### src/hdl/fbb_pkg.sv
// shared types and constants for the forward box blur row core
`timescale 1ns / 1ps

package fbb_pkg;

   localparam int PIX_W = 8;
   localparam int NUM_CH = 3;
   localparam int STRENGTH_W = 4;
   localparam int CSR_DATA_W = 32;
   localparam int CSR_ADDR_W = 3;

   // register index, taken from paddr[2]
   localparam logic CSR_IDX_STRENGTH = 1'b0;

   // controller to datapath
   typedef struct packed {
      logic load;        // append the incoming pixel to the window
      logic calc;        // multiply sums by the reciprocal of the fill count
      logic emit;        // load the output word and drop the oldest pixel
      logic final_flag;  // output word closes the row
   } fbb_cmd_type;

   // datapath to controller
   typedef struct packed {
      logic emit_due;    // window already holds at least strength pixels before the append
      logic last_one;    // one pixel left in the window
   } fbb_sts_type;

endpackage

### src/hdl/forward_box_blur_row_core.sv
// top level of the forward box blur row core
//
//  channel   direction  handshake                   word
//  req       in         req_valid / req_stall       pix_red, pix_green, pix_blue, end_of_row
//  rsp       out        rsp_valid / rsp_stall       avg_red, avg_green, avg_blue, final_out
//  csr       in/out     psel, penable, pwrite       blur_strength at byte address 0
//
//  a pixel that completes no window is only appended; one that emits passes through
//  append, reciprocal multiply and output load; an end of row holding n pixels
//  then repeats multiply and output load for each of them, on the one multiplier per channel
//  synchronous reset clears fill count, sums, state and rsp_valid; strength resets to 0
//  the output register lets the next word in while a result waits; rsp_stall
//  holds the emit step only when a new result is ready
`timescale 1ns / 1ps

module forward_box_blur_row_core
   import fbb_pkg::*;
#(
   parameter int MAX_STRENGTH = 15
) (
   input  logic                  clock,
   input  logic                  reset,
   input  logic                  req_valid,
   output logic                  req_stall,
   input  logic [PIX_W-1:0]      req_pix_red,
   input  logic [PIX_W-1:0]      req_pix_green,
   input  logic [PIX_W-1:0]      req_pix_blue,
   input  logic                  req_end_of_row,
   output logic                  rsp_valid,
   input  logic                  rsp_stall,
   output logic [PIX_W-1:0]      rsp_avg_red,
   output logic [PIX_W-1:0]      rsp_avg_green,
   output logic [PIX_W-1:0]      rsp_avg_blue,
   output logic                  rsp_final_out,
   input  logic                  psel,
   input  logic                  penable,
   input  logic                  pwrite,
   input  logic [CSR_ADDR_W-1:0] paddr,
   input  logic [CSR_DATA_W-1:0] pwdata,
   output logic [CSR_DATA_W-1:0] prdata,
   output logic                  pready
);

   logic [STRENGTH_W-1:0] strength_ff, strength_in;
   logic                  csr_write;
   fbb_cmd_type           cmd;
   fbb_sts_type           sts;

   assign pready    = 1'b1;
   assign csr_write = psel && penable && pwrite && pready;

   always_comb begin
      strength_in = strength_ff;
      if (csr_write && (paddr[2] == CSR_IDX_STRENGTH)) begin
         strength_in = pwdata[STRENGTH_W-1:0];
      end
   end

   always_ff @(posedge clock) begin
      if (reset) begin
         strength_ff <= '0;
      end else begin
         strength_ff <= strength_in;
      end
   end

   always_comb begin
      prdata = '0;
      if (paddr[2] == CSR_IDX_STRENGTH) begin
         prdata = CSR_DATA_W'(strength_ff);
      end
   end

   fbb_ctrl u_ctrl (
      .clock          (clock),
      .reset          (reset),
      .req_valid      (req_valid),
      .req_end_of_row (req_end_of_row),
      .req_stall      (req_stall),
      .rsp_valid      (rsp_valid),
      .rsp_stall      (rsp_stall),
      .sts            (sts),
      .cmd            (cmd)
   );

   fbb_dp #(
      .MAX_STRENGTH (MAX_STRENGTH)
   ) u_dp (
      .clock     (clock),
      .reset     (reset),
      .cmd       (cmd),
      .sts       (sts),
      .strength  (strength_ff),
      .pix_red   (req_pix_red),
      .pix_green (req_pix_green),
      .pix_blue  (req_pix_blue),
      .avg_red   (rsp_avg_red),
      .avg_green (rsp_avg_green),
      .avg_blue  (rsp_avg_blue),
      .final_out (rsp_final_out)
   );

endmodule

### src/hdl/fbb_ctrl.sv
// controller state machine for the forward box blur row core
`timescale 1ns / 1ps

module fbb_ctrl
   import fbb_pkg::*;
(
   input  logic        clock,
   input  logic        reset,
   input  logic        req_valid,
   input  logic        req_end_of_row,
   output logic        req_stall,
   output logic        rsp_valid,
   input  logic        rsp_stall,
   input  fbb_sts_type sts,
   output fbb_cmd_type cmd
);

   localparam logic [1:0] ST_IDLE = 2'd0;
   localparam logic [1:0] ST_CALC = 2'd1;
   localparam logic [1:0] ST_EMIT = 2'd2;

   logic [1:0] state_ff, state_in;
   logic       flush_ff, flush_in;
   logic       rsp_valid_ff, rsp_valid_in;
   logic       accept;
   logic       out_free;

   assign req_stall = (state_ff != ST_IDLE);
   assign accept    = req_valid && (state_ff == ST_IDLE);
   assign out_free  = !rsp_valid_ff || !rsp_stall;
   assign rsp_valid = rsp_valid_ff;

   always_comb begin
      state_in        = state_ff;
      flush_in        = flush_ff;
      cmd.load        = 1'b0;
      cmd.calc        = 1'b0;
      cmd.emit        = 1'b0;
      cmd.final_flag  = flush_ff && sts.last_one;
      case (state_ff)
         ST_IDLE: begin
            if (accept) begin
               cmd.load = 1'b1;
               flush_in = req_end_of_row;
               if (req_end_of_row || sts.emit_due) begin
                  state_in = ST_CALC;
               end
            end
         end
         ST_CALC: begin
            cmd.calc = 1'b1;
            state_in = ST_EMIT;
         end
         ST_EMIT: begin
            if (out_free) begin
               cmd.emit = 1'b1;
               if (flush_ff && !sts.last_one) begin
                  state_in = ST_CALC;
               end else begin
                  state_in = ST_IDLE;
               end
            end
         end
         default: begin
            state_in = ST_IDLE;
         end
      endcase
   end

   assign rsp_valid_in = cmd.emit || (rsp_valid_ff && rsp_stall);

   always_ff @(posedge clock) begin
      if (reset) begin
         state_ff     <= ST_IDLE;
         flush_ff     <= 1'b0;
         rsp_valid_ff <= 1'b0;
      end else begin
         state_ff     <= state_in;
         flush_ff     <= flush_in;
         rsp_valid_ff <= rsp_valid_in;
      end
   end

endmodule

### src/hdl/fbb_dp.sv
// datapath: pixel window, channel sums, reciprocal multiply and output word
`timescale 1ns / 1ps

module fbb_dp
   import fbb_pkg::*;
#(
   parameter int MAX_STRENGTH = 15
) (
   input  logic                  clock,
   input  logic                  reset,
   input  fbb_cmd_type           cmd,
   output fbb_sts_type           sts,
   input  logic [STRENGTH_W-1:0] strength,
   input  logic [PIX_W-1:0]      pix_red,
   input  logic [PIX_W-1:0]      pix_green,
   input  logic [PIX_W-1:0]      pix_blue,
   output logic [PIX_W-1:0]      avg_red,
   output logic [PIX_W-1:0]      avg_green,
   output logic [PIX_W-1:0]      avg_blue,
   output logic                  final_out
);

   localparam int Win = MAX_STRENGTH + 1;
   localparam int FW  = $clog2(Win + 1);
   localparam int LW  = $clog2(Win);
   localparam int SW  = PIX_W + LW;
   localparam int K   = SW + LW;
   localparam int RW  = K + 1;
   localparam int PW  = SW + RW;

   logic [PIX_W-1:0] store_ff [NUM_CH][Win];
   logic [SW-1:0]    sums_ff  [NUM_CH];
   logic [SW-1:0]    sums_in  [NUM_CH];
   logic [PW-1:0]    prod_ff  [NUM_CH];
   logic [PIX_W-1:0] avg_ff   [NUM_CH];
   logic [PIX_W-1:0] pix      [NUM_CH];
   logic [FW-1:0]    fill_ff, fill_in;
   logic [RW-1:0]    recip_ff;
   logic [RW-1:0]    recip_tab [2**FW];
   logic [FW-1:0]    s_eff;
   logic             final_ff;

   // ceil(2^K / d), exact truncated quotient for sums below 2^SW
   for (genvar g = 0; g < 2**FW; g++) begin : g_recip
      localparam int Div   = (g == 0 || g > Win) ? 1 : g;
      localparam int Recip = ((2 ** K) + Div - 1) / Div;
      assign recip_tab[g] = RW'(Recip);
   end

   assign pix[0] = pix_red;
   assign pix[1] = pix_green;
   assign pix[2] = pix_blue;

   always_comb begin
      if (32'(strength) > MAX_STRENGTH) begin
         s_eff = FW'(MAX_STRENGTH);
      end else begin
         s_eff = FW'(strength);
      end
   end

   assign sts.emit_due = (fill_ff >= s_eff);
   assign sts.last_one = (fill_ff == FW'(1));

   always_comb begin
      fill_in = fill_ff;
      for (int c = 0; c < NUM_CH; c++) begin
         sums_in[c] = sums_ff[c];
      end
      if (cmd.load) begin
         fill_in = fill_ff + FW'(1);
         for (int c = 0; c < NUM_CH; c++) begin
            sums_in[c] = sums_ff[c] + SW'(pix[c]);
         end
      end else if (cmd.emit) begin
         fill_in = fill_ff - FW'(1);
         for (int c = 0; c < NUM_CH; c++) begin
            sums_in[c] = sums_ff[c] - SW'(store_ff[c][0]);
         end
      end
   end

   always_ff @(posedge clock) begin
      if (reset) begin
         fill_ff <= '0;
         for (int c = 0; c < NUM_CH; c++) begin
            sums_ff[c] <= '0;
         end
      end else begin
         fill_ff <= fill_in;
         for (int c = 0; c < NUM_CH; c++) begin
            sums_ff[c] <= sums_in[c];
         end
      end
   end

   // window: append at the fill point, shift toward the head on drop
   always_ff @(posedge clock) begin
      if (cmd.load) begin
         for (int c = 0; c < NUM_CH; c++) begin
            store_ff[c][fill_ff[LW-1:0]] <= pix[c];
         end
      end else if (cmd.emit) begin
         for (int c = 0; c < NUM_CH; c++) begin
            for (int i = 0; i < Win - 1; i++) begin
               store_ff[c][i] <= store_ff[c][i+1];
            end
         end
      end
   end

   always_ff @(posedge clock) begin
      recip_ff <= recip_tab[fill_in];
      if (cmd.calc) begin
         for (int c = 0; c < NUM_CH; c++) begin
            prod_ff[c] <= PW'(sums_ff[c]) * PW'(recip_ff);
         end
      end
      if (cmd.emit) begin
         for (int c = 0; c < NUM_CH; c++) begin
            avg_ff[c] <= prod_ff[c][K +: PIX_W];
         end
         final_ff <= cmd.final_flag;
      end
   end

   assign avg_red   = avg_ff[0];
   assign avg_green = avg_ff[1];
   assign avg_blue  = avg_ff[2];
   assign final_out = final_ff;

endmodule

### config.mk
export PLATFORM = sky130hd
export DESIGN_NAME = forward_box_blur_row_core
export DESIGN_NICKNAME = d
export VERILOG_FILES = /design/src/hdl/fbb_pkg.sv /design/src/hdl/forward_box_blur_row_core.sv /design/src/hdl/fbb_ctrl.sv /design/src/hdl/fbb_dp.sv
export SDC_FILE = /design/constraint.sdc
export NUM_CORES = 2
export LEC_CHECK = 0
export ABC_AREA = 0
export BUFFER_PORTS_ARGS = -buffer_cell sky130_fd_sc_hd__buf_2
export CAP_MARGIN = 5
export CORE_ASPECT_RATIO = 0.75
export CORE_MARGIN = 3
export CORE_UTILIZATION = 58
export CTS_CLUSTER_DIAMETER = 200
export DETAILED_ROUTE_END_ITERATION = 12
export GPL_TIMING_DRIVEN = 0
export HOLD_SLACK_MARGIN = 0.06
export PLACE_DENSITY = 0.78
export SETUP_SLACK_MARGIN = 0.1
export SYNTH_ARGS = -nofsm -noshare
export SYNTH_HDL_FRONTEND = slang
export SYNTH_SLANG_ARGS = --single-unit
export TNS_END_PERCENT = 50
### constraint.sdc
create_clock -name clock -period 5.6 [get_ports clock]
set_input_delay 0.28 -clock clock [delete_from_list [all_inputs] [get_ports clock]]
set_output_delay 0.28 -clock clock [all_outputs]
set_load 0.02 [all_outputs]
### Word-level counts from Yosys, hierarchy flattened

Memories as Yosys holds them, arrays and structs flattened. A register that Yosys moved wholly into a read port is not among the register bits.
Cells that the tools add are included.

* flip-flop bits (word level): 14
* bits in writable memories: 531
* memory bits (read-only): 544
* input bits: 67
* output and inout bits: 60
* logic and storage cells: 806
* memories: 5

* add/sub/neg operators: 8
* multiply operators: 3
* magnitude comparators: 3
* eq/ne operators: 6
* multiplexer cells: 391
* bitwise operators: 366
* reduce and logical (&&, ||, !) cells: 18

Memory list
* (name not given): depth 32, bits a word 17, read ports 1, clocked after Yosys merged registers in 1, wr ports 0, RTL line fbb_dp.sv:113 `recip_ff <= recip_tab[fill_in];`
* u_dp.store_ff: depth 3, bits a word 128, read ports 3, clocked after Yosys merged registers in 0, wr ports 3, RTL line fbb_dp.sv:31 `logic [PIX_W-1:0] store_ff [NUM_CH][Win];`
* u_dp.prod_ff: depth 3, bits a word 29, read ports 3, clocked after Yosys merged registers in 0, wr ports 3, RTL line fbb_dp.sv:34 `logic [PW-1:0] prod_ff [NUM_CH];`
* u_dp.sums_ff: depth 3, bits a word 12, read ports 3, clocked after Yosys merged registers in 0, wr ports 3, RTL line fbb_dp.sv:32 `logic [SW-1:0] sums_ff [NUM_CH];`
* u_dp.avg_ff: depth 3, bits a word 8, read ports 3, clocked after Yosys merged registers in 0, wr ports 3, RTL line fbb_dp.sv:35 `logic [PIX_W-1:0] avg_ff [NUM_CH];`

Operator list (number)
* $mux W1: 376
* $or A1 B1 Y1: 363
* $mux W128: 1
* $mul A12 B17 Y29: 3
* $mux W36: 2
* $add A12 B8 Y12: 3
* $mux W12: 3
* $sub A12 B8 Y12: 3
* $demux W8 S4: 1
* $mux W5: 2
* $logic_and A1 B1 Y1: 8
* $mux W8: 1
* $mux W2: 3
* $not A5 Y6: 1
* $pmux W2 S3: 1
* $add A5 B1 Y5 const B: 1
* $eq A5 B1 Y1 const B: 1
* $ge A5 B4 Y1: 1
* $ge A5 B5 Y1 const B: 1
* $lt A5 B1 Y1 const B: 1
* $not A4 Y5: 1
* $sub A5 B1 Y5 const B: 1
* $mux W4: 1
* $ne A2 B1 Y1 const B: 2
* other kinds (10): 14

### Longest topological paths before layout

* word-level depth: 8
* gate-level depth with buffers: 22
* depth with buffers taken out: 20

### By module

Synthesis repeated with hierarchy kept, for this count alone.

* cells, all modules: 3531
* area, all modules: 37591.1 um^2

By module, submodules not included
* fbb_dp: times used 1, cells each 3457, area each 36945.4 um^2, seq. area each 14163.6 um^2
* forward_box_blur_row_core: times used 1, cells each 53, area each 451.7 um^2, seq. area each 80.1 um^2
* fbb_ctrl: times used 1, cells each 21, area each 193.9 um^2, seq. area each 80.1 um^2

### Worst setup path before layout

No wires, ideal clock.

* kind: register -> register
* from: memory u_dp.sums_ff[0][27] (netlist name)
* to: memory u_dp.prod_ff[0][81] (netlist name), data pin
* setup time: 0.262 ns
* arrival time: 5.254 ns
* required time: 5.338 ns
* setup slack: 0.084 ns
* stages on the path, launching flop included: 21
* path buffers: 2
* clock period less this slack: 5.516 ns
* cells stage by stage: dfxtp_1 -> clkbuf_1 -> clkbuf_1 -> nand2_1 -> fa_1 -> fa_1 -> inv_1 -> fa_1 -> fa_1 -> inv_1 -> fa_1 -> inv_1 -> ha_1 -> a211oi_1 -> o21ai_0 -> a32oi_1 -> a311oi_1 -> o21a_1 -> o21a_1 -> o31ai_1 -> xnor2_1

RTL lines (RTL line)
* start: declaration: fbb_dp.sv:32
* end: declaration: fbb_dp.sv:34

==> results.json <==
{
  "nFillCells": 4813,
  "fin_crit_ps": 5713,
  "multiInputGateArea_mm2": 0.02062,
  "clkTransAtPathRegs_ps": 60,
  "synth_cell_types": 72,
  "final_cell_mix": "inv_1, nand2_1, edfxtp_1",
  "antennaDiodeCount": 0,
  "die_x_um": 299.7,
  "path_buf_inv": 6,
  "avgSynthCellArea_um2": 10.63,
  "dieArea_mm2": 0.06783,
  "worst_slack_ps": -113.1,
  "worst_pin_slew_ps": 1024,
  "globalRoute.totalOverflow": 0,
  "synth_edf_count": 433,
  "clock_skew_ps": 24.55,
  "crit_family": "adder cells",
  "syn-instance-count": 3530,
  "outcome": "complete, but fails checks",
  "worstSetupPathType": "register to register",
  "pin_count": 127,
  "via_per_inst": 5.722,
  "syn2layout_area_growth_pct": 14.60,
  "core_area_mm2": 0.06386,
  "critPathMaxFanout": 4,
  "critPathSlowestCell": "fa_1",
  "initial_utilization": 0.5877,
  "period_share": 1.020,
  "die_y_um": 226.3,
  "required_ps": 5990,
  "clk_latency_ps": 610,
  "hpwl_um": 73660,
  "ys_warn_count": 0,
  "io_buffers": 67,
  "finalHoldViolations": 0,
  "slew_violations": 0,
  "antenna_found_initial": 4,
  "cellPowerDensity_mw_per_mm2": 329.9,
  "antenna_left": 0,
  "max-cap-violations": 0,
  "leakage_nw": 19.84,
  "htreeDepth": 2,
  "setup-tns-final_ps": -136.3,
  "max_slew_margin": 0.3175,
  "first_global_vias": 26980,
  "grt_first_pass_wirelength_um": 154400,
  "dr.first_iter.drc_count": 2749,
  "violations": "setup timing",
  "num_rows": 80,
  "rsz0062_at_grt": "yes",
  "start_kind": "register",
  "layout.nets": 4409,
  "clockBufferDepth": 3,
  "cts_tree": "built",
  "regArea_mm2": 0.01438,
  "grt_max_degree": 25,
  "drt_first_pass_iters": 8,
  "fmax_mhz": 175.0,
  "wl_per_cell_um": 21.52,
  "drive_above_1_share": 0.1282,
  "grt_use_total": 0.2991,
  "drc": 0,
  "vias": 26530,
  "critPathArrivalTime_ps": 6100,
  "end_kind": "register",
  "synth_seq_area_share": 0.3816,
  "clock_sinks": 499,
  "async_flop_share": 0,
  "ir_drop_mv": 0.2507,
  "ys.flop_type": "edfxtp_1",
  "cp_cell_sequence": "buf_8 -> clkbuf_16 -> and2_4 -> fa_1 -> inv_2 -> fa_1 -> inv_2 -> fa_2 -> fa_1 -> inv_2 -> fa_1 -> inv_2 -> ha_4 -> nand4_1 -> nor2_2 -> o311ai_4 -> a311oi_4 -> o21a_1 -> o21a_4 -> o22a_1 -> xor2_2",
  "gp_congestion": 0.9490,
  "wirelength_um": 99750,
  "cts_buffers": 49,
  "setup_viol": 3,
  "netlist_area_mm2": 0.03753,
  "final_common_cell": "inv_1",
  "cpPeakStageDelay_ps": 620,
  "total_power_mw": 14.19,
  "hold_class": "input port to register",
  "synth_seq_cells": 499,
  "root_buffer": "clkbuf_16"
}
cell usage after synthesis (all sizes together) (3+ instances only):
cell / n / area share
inv: 568 / 0.057
nand2: 518 / 0.052
edfxtp: 433 / 0.35
fa: 426 / 0.23
a21o: 378 / 0.076
clkbuf: 222 / 0.022
and2: 195 / 0.033
ha: 175 / 0.058
nor2: 89 / 0.0090
a21oi: 87 / 0.012
xnor2: 67 / 0.016
dfxtp: 66 / 0.035
buf: 43 / 0.0077
o21ai: 38 / 0.0052
nor3: 36 / 0.0049
xor2: 28 / 0.0067
nand3: 14 / 0.0019
a31oi: 11 / 0.0018
a211oi: 10 / 0.0020
or3: 10 / 0.0017
nand2b: 9 / 0.0015
mux2i: 7 / 0.0019
nand4: 7 / 0.0012
o21bai: 7 / 0.0014
a2111oi: 6 / 0.0021
and3: 6 / 0.0010
nor4b: 6 / 0.0014
or2: 6 / 0.0010
nor3b: 5 / 0.0013
o211ai: 5 / 0.0010
o21a: 5 / 0.0010
a41oi: 4 / 0.00093
nor2b: 4 / 0.00067
a311oi: 3 / 0.00070
nand4b: 3 / 0.00070
nor4: 3 / 0.00050
o31ai: 3 / 0.00060
o41ai: 3 / 0.0012
or4: 3 / 0.00060
worst paths after layout:
kind | depth (start not counted) | startpoint | slack (ps) | end
min reg2reg | 0 | u_dp.prod_ff[0][45] | 420 | u_dp.avg_ff[0][8]
max | 21 | u_dp.recip_ff[3] | -110 | u_dp.prod_ff[0][80]
min | 4 | req_valid | 240 | u_ctrl.state_ff[0]
max reg2reg | 21 | u_dp.recip_ff[3] | -110 | u_dp.prod_ff[0][80]
sequential cells by signal, summed over array words and instances, names as in the netlist:
signal,cells
u_dp.store_ff,384
u_dp.sums_ff,36
u_dp.avg_ff,24
u_dp.prod_ff,24
u_dp.recip_ff,17
u_dp.fill_ff,5
strength_ff,4
u_ctrl.state_ff,2
u_ctrl.flush_ff,1
u_ctrl.rsp_valid,1
u_dp.final_out,1
routing by layer:
| metal | GRT usage | routed length (µm) | up-vias |
|---|---|---|---|
| li1 | - | - | 11650 |
| met1 | 0.4307 | 41760 | 13190 |
| met2 | 0.4342 | 42130 | 1464 |
| met3 | 0.09821 | 12590 | 221 |
| met4 | 0.09322 | 3242 | 4 |
| met5 | 0 | 29 | - |
area by class of cell:
cell class	count	area share
inverter	568	0.04957
multi-input combinational	2225	0.4795
clock inverter	27	0.006341
tap	861	0.02504
clock buffer	58	0.02929
sequential	499	0.3344
timing repair buffer	139	0.02798
buffer	259	0.04791
metrics by stage:
| stage | util | hold slack [ps] | instances | setup slack, ps | instance area (µm²) |
|---|---|---|---|---|---|
| global placement | 0.6115 | 400.9 | 4485 | -1220 | 39050 |
| finish | 0.6736 | 241.4 | 4636 | -113.1 | 43020 |
| detailed placement | 0.6197 | 404.5 | 4501 | -1339 | 39570 |
| floorplan | - | 400.3 | 3557 | 110.6 | 37640 |
| global route | 0.6736 | 256.0 | 4636 | -201.0 | 43020 |
| CTS | 0.6659 | 220.4 | 4619 | -7.206 | 42520 |
timing repair:
item / in CTS / in global routing
pin swaps: 29 / 52
hold buffers: 7 / 0
cloned: 1 / 0
gates resized for setup: 322 / 133
endpoints found under the hold margin: 8 / 0
endpoints found under the setup margin: 24 / 17
setup buffers: 30 / 19
worst register-to-register path, delay by kind of cell (launching register included):
family	cells	cell delay [ps]
compound gates	5	1110
xor+xnor	1	290
buf+inv	6	490
flops	1	340
simple gates	3	470
fa+ha+maj	6	2820
cell families (layout without fill, tap and decap cells):
family,count (synthesis),after routing,synth area share
XOR/XNOR,95,95,0.02237
adder cells (fa/ha/maj),601,601,0.2856
buffers and inverters,833,1051,0.08674
AND/OR/NAND/NOR,919,919,0.1128
AO/OA/AOI/OAI,572,572,0.1081
flip-flops,499,499,0.3816
other,2,29,0.0002001
multiplexers,9,9,0.002567
power breakdown:
part | internal [mW] | total [mW] | leakage [nW] | switching, mW
sequential | 4.52 | 4.81 | 4.52 | 0.296
clock | 1.77 | 3.29 | 0.739 | 1.52
combinational | 2.40 | 6.09 | 14.6 | 3.69
Note: power is estimated with default switching activity, not from simulation.
